File: src/hw/rtl/fba_pkg.sv
// ----------------------------------------------------------------------------
// Free-list allocator package
// Beat types, status codes, controller states and the command and status
// structs that join the controller and the datapath.
// ----------------------------------------------------------------------------
package fba_pkg;

    localparam int unsigned CNT_W = 11;
    localparam int unsigned IDX_W = 10;
    localparam logic [CNT_W-1:0] COUNT_MAX = '1;
    localparam logic [CNT_W-1:0] INIT_BLOCKS_RESET = 11'd64;

    typedef enum logic [1:0] {
        ST_OK    = 2'd0,
        ST_OOM   = 2'd1,
        ST_RANGE = 2'd2,
        ST_NULL  = 2'd3
    } status_t;

    typedef enum logic [0:0] {
        FN_ALLOC = 1'b0,
        FN_FREE  = 1'b1
    } func_t;

    typedef struct packed {
        logic             func;
        logic             block_present;
        logic [IDX_W-1:0] block_index;
    } req_t;

    typedef struct packed {
        logic [IDX_W-1:0] granted_index;
        status_t          status;
        logic [CNT_W-1:0] used_count;
        logic [CNT_W-1:0] free_count;
    } rsp_t;

    typedef enum logic [1:0] {
        S_IDLE,
        S_GROW,
        S_EXEC
    } fsm_state_t;

    typedef struct packed {
        logic    latch_req;
        logic    load_build;
        logic    load_grow;
        logic    grow_step;
        logic    alloc_pop;
        logic    free_push;
        logic    emit;
        status_t status;
    } fba_cmd_t;

    typedef struct packed {
        logic pool_built;
        logic head_null;
        logic cnt_zero;
        logic func;
        logic present;
        logic in_range;
    } fba_sts_t;

endpackage

File: src/hw/rtl/fba_ctrl.sv
// ----------------------------------------------------------------------------
// Free-list allocator controller
// Sequences pool building, growth, allocate and free, and decides the status
// of each result.
// ----------------------------------------------------------------------------
module fba_ctrl
    import fba_pkg::*;
(
    input  logic     clk,
    input  logic     rst_n,
    input  logic     start,
    output logic     busy,
    input  fba_sts_t sts,
    output fba_cmd_t cmd
);

    fsm_state_t state_reg;
    fsm_state_t state_next;
    logic       tried_reg;
    logic       tried_next;

    always_ff @(posedge clk or negedge rst_n)
    begin
        if (!rst_n)
        begin
            state_reg <= S_IDLE;
            tried_reg <= 1'b0;
        end
        else
        begin
            state_reg <= state_next;
            tried_reg <= tried_next;
        end
    end

    always_comb
    begin
        state_next = state_reg;
        tried_next = tried_reg;
        cmd        = '0;
        cmd.status = ST_OK;
        busy       = 1'b1;
        unique case (state_reg)
            S_IDLE:
            begin
                busy = 1'b0;
                if (start)
                begin
                    cmd.latch_req = 1'b1;
                    tried_next    = 1'b0;
                    if (!sts.pool_built)
                    begin
                        cmd.load_build = 1'b1;
                        state_next     = S_GROW;
                    end
                    else
                    begin
                        state_next = S_EXEC;
                    end
                end
            end
            S_GROW:
            begin
                if (sts.cnt_zero)
                begin
                    state_next = S_EXEC;
                end
                else
                begin
                    cmd.grow_step = 1'b1;
                end
            end
            S_EXEC:
            begin
                state_next = S_IDLE;
                cmd.emit   = 1'b1;
                if (sts.func == FN_ALLOC)
                begin
                    if (sts.head_null)
                    begin
                        if (!tried_reg)
                        begin
                            cmd.emit      = 1'b0;
                            cmd.load_grow = 1'b1;
                            tried_next    = 1'b1;
                            state_next    = S_GROW;
                        end
                        else
                        begin
                            cmd.status = ST_OOM;
                        end
                    end
                    else
                    begin
                        cmd.alloc_pop = 1'b1;
                    end
                end
                else if (!sts.present)
                begin
                    cmd.status = ST_NULL;
                end
                else if (!sts.in_range)
                begin
                    cmd.status = ST_RANGE;
                end
                else
                begin
                    cmd.free_push = 1'b1;
                end
            end
            default:
            begin
                state_next = S_IDLE;
            end
        endcase
    end

endmodule

File: config.mk
export PLATFORM = sky130hd
export DESIGN_NAME = fba_ctrl
export DESIGN_NICKNAME = d
export VERILOG_FILES = /design/src/hw/rtl/fba_pkg.sv /design/src/hw/rtl/fba_ctrl.sv
export SDC_FILE = /design/constraint.sdc
export NUM_CORES = 1
export LEC_CHECK = 0
export CORE_AREA = 2 2 39 41
export CTS_CLUSTER_SIZE = 14
export DETAILED_ROUTE_END_ITERATION = 16
export DIE_AREA = 0 0 41 43
export DONT_BUFFER_PORTS = 1
export PLACE_DENSITY = 0.34
export SYNTH_ARGS = -nofsm -noshare
export SYNTH_HDL_FRONTEND = slang
export SYNTH_SLANG_ARGS = --single-unit
File: constraint.sdc
create_clock -name clk -period 1.5 [get_ports clk]
set_clock_uncertainty 0.2 [all_clocks]
set_input_delay 0.15 -clock clk [delete_from_list [all_inputs] [get_ports clk]]
set_output_delay 0.15 -clock clk [all_outputs]
set_load 0.05 [all_outputs]
; ---- Word-level counts from Yosys, hierarchy flattened
; Cells that the tools add are included.
; W data, S select, Z words.
[word_totals]
ff_bits = 3
word_cells = 46
inputBits = 9
output_inout_bits = 10
[classes]
n_eq_ne = 6
n_mux = 34
reduce_logical = 4
[op_table]
columns = operator, count
row1 = $mux W1, 22
row2 = $mux W2, 8
row3 = $ne A2 B2 Y1 const B, 4
row4 = $pmux W2 S3, 1
row5 = $mux W5, 1
row6 = $reduce_and A4 Y1, 1
row7 = $mux W3, 1
row8 = $eq A2 B1 Y1 const B, 1
row9 = $eq A2 B2 Y1 const B, 1
row10 = $logic_not A2 Y1, 1
row11 = $pmux W1 S2, 1
row12 = $reduce_and A2 Y1, 1
row13 = $reduce_bool A2 Y1, 1

; ---- Logic depth before layout (Yosys ltp)
[depth]
word_depth = 4
ltp_mapped = 2
depth_no_buf = 2

; ---- Worst setup path after synthesis
; OpenSTA, ideal clock, no wires.
[synth_path]
kind = register -> output
from = register state_reg[1]
to = output port cmd[6] (netlist name)
t_arrival_ns = 1.800
setup_slack_ns = -0.650
path_stages_with_launch = 3
t_required_ns = 1.150
path_buffers = 0
path_cell_list = dfrtp_1 -> or2b_4 -> nor3_1
[synth_lines]
columns = element, line_no
row1 = start: declaration, fba_ctrl.sv:17  ; fsm_state_t state_reg;
row2 = start signal: assignment, fba_ctrl.sv:31  ; state_reg <= state_next;
row3 = end: declaration, fba_ctrl.sv:14  ; output fba_cmd_t cmd

==> out/results.txt <==
status - finished, violations left
failing checks - setup timing
Layout Nets - 63
WL met2 - 410 µm
worst slew pin tran - 0.2827 ns
Max Root-Sink Buffers - 2
Iter 0 DRT Violations - 0
Synth Instances - 30
row count - 14
Post-Syn Area - 252.7 µm²
total power - 0.7970 mW
switching fraction of total power - 45.39%
DRC - 0
worst path cell trace - or4b_4, clkinvlp_4
Setup WS post-layout - -0.2631 ns
Async S/R FF share, synth - 100.0%
Initial Util - 18.26%
setup violators final - 10
diode count - 0
area post-placement - 488.0 µm²
Final min period - 1.763 ns
min-delay worst type - in2reg
clk slew on worst S/H paths - 0.04 ns
Crit path largest cell delay - 0.55 ns
FILL cells - 145
Die Wd - 41 µm
vias in the first global route - 288
dpl hpwl - 631.9 µm
Gate power share - 62.3%
FF/Latch Area - 76.32 µm²
final instance area - 586.8 µm²
Synth area leader - dfrtp_1
Synth area leaders - dfrtp_1, nand3b_1, nand2b_1
share of layout cells above drive strength 1 - 56.60%
largest net degree at the start of global routing - 7
Psw - 0.3618 mW
Setup Crit Path Kind - reg2out
Max-slew headroom - 81.15%
DR pass1 iterations - 1
IO Count - 19
chip height - 43 µm
static leakage - 0.2339 nW
crit end category - output pin
DR WL/cell - 11.78 µm
clock latency at the later pin of the worst-skew pair - 0.23 ns
peak supply drop - 0.0005839 V
wire length on met3 - 73 µm
top-area cell type share of the netlist area - 29.70%
first-pass GRT wire length - 1152 µm
Period Utilization, post-route - 117.5%
Tot GR Track Use - 9.859%
initial antenna violation count - 0
I/O Buffers - 0
number of synthesized register bits - 3
CTS tree - built
Crit-path slowest cell - or4b_4
Highest Clock Rate - 567.2 MHz
DR top layer - met3
cell area power density - 1358 nW/µm²
CP Launch Type - register
number of synthesized flops with an enable pin - 0
Ys Warns - 0
Cell variety after synth - 16
GR Overflow Total - 0
maxcap violations - 0
Sink Count - 3
Placer Congestion - 0.6586
Syn Nets - 39
dpl ws - -0.03198 ns
clock root buffer - clkbuf_4
die area - 1763 µm²
total routed wirelength - 813 µm
max reg flops - 2
P&R area growth vs syn - 132.2%
Max Slew Vio Count - 0
area of the multi-input gates - 215.2 µm²
Worst Path Max Fanout - 5
WP data arrival - 1.41 ns
drt via density - 4.565
Syn Area/Cell - 8.425 µm²
worst path required time - 1.15 ns
Post-Route Hold Slack - 0.007390 ns
CTS Buf Count - 3
register share of total power - 20.1%
sequential share of the synthesized area - 29.70%
Hold Fails Final Rpt - 0
M1 WL - 328 µm
Core Area - 1384 µm²
H-tree lvl count - 1
Clock Power Share - 17.7%
Post-synth top flop - dfrtp_1
Int Pwr - 0.4353 mW
Final ANT Viol Nets - 0
Via Count - 315
RSZ-0062 raised after global routing - yes
final cells by class:
class | count | share of cell area [%]
multi-input cells | 24 | 36.67
inverters | 3 | 2.559
flip-flops and latches | 3 | 13.01
well taps | 16 | 3.412
repair buffers | 19 | 39.87
clock buffers | 4 | 4.478
metal layers:
metal | GRT usage (%) | vias to the layer above
met3 | 3.665 | 0
met4 | 6.000 | 0
met5 | 0 | -
li1 | - | 152
met1 | 11.33 | 152
met2 | 14.69 | 11
path summary, 6_finish.rpt:
kind	startpoint	to	slack, ns	depth (start not counted)
max	state_reg[0]	cmd[7]	-0.26	2
min	sts[3]	state_reg[0]	0.007	2
max reg2reg	state_reg[0]	state_reg[0]	-0.08	4
min reg2reg	state_reg[1]	state_reg[1]	0.39	2
max in group asynchronous	rst_n	tried_reg	0.42	2
min in group asynchronous	rst_n	state_reg[0]	0.51	2
kinds of logic after synthesis:
family	count (synthesis)	synth area share (%)
buf+inv	3	4.455
compound gates	6	19.80
flops	3	29.70
simple gates	18	46.04
power by group through the flow:
stage                     logic, mW  clock network [mW]  registers, mW
after floorplan               0.303                   0          0.156
final                         0.496               0.141          0.160
after detailed placement      0.460                   0          0.158
after CTS                     0.486               0.148          0.158
after global routing          0.520               0.153          0.166
after global placement        0.455                   0          0.155
through the flow:
| stage | utilization, % | setup TNS, ns | instances |
|---|---|---|---|
| 6_report | 42.41 | -1.340 | 69 |
| 5_1_grt | 42.41 | -1.783 | 69 |
| 4_1_cts | 40.05 | -1.394 | 66 |
| 3_5_place_dp | 35.26 | -0.03198 | 58 |
| 3_3_place_gp | 35.26 | -0.006700 | 58 |
| 2_1_floorplan | - | -0.1564 | 30 |
cells in the final DEF (no fill, tap or decap):
cell type	count
clkinvlp_4	1
a21oi_4	1
nand2b_1	3
inv_1	1
inv_2	1
o311ai_2	1
or3b_1	1
a21oi_2	1
clkbuf_4	3
o21ba_4	1
buf_6	1
buf_4	7
buf_12	6
nor3_4	2
nor2_2	1
dfrtp_1	2
or2_4	1
dfrtp_2	1
nor2_1	1
dlygate4sd3_1	5
or2b_4	1
a21oi_1	1
nand3b_1	3
or4b_4	1
o221ai_1	1
clkbuf_1	1
nand2_1	3
nor2b_1	1
critical path: cells and delay by family, from the launching register on:
kind / cells / cell delay [ns]
and+or+nand+nor: 1 / 0.55
buffers and inverters: 1 / 0.22
DFF: 1 / 0.40
what timing repair did:
action	4_1_cts	5_1_grt
pin swaps	2	0
endpoints found under the hold margin	4	1
resized for setup	2	2
setup buffers	1	1
endpoints found under the setup margin	10	10
hold buffers	3	2
Note: power is estimated with default switching activity, not from simulation.
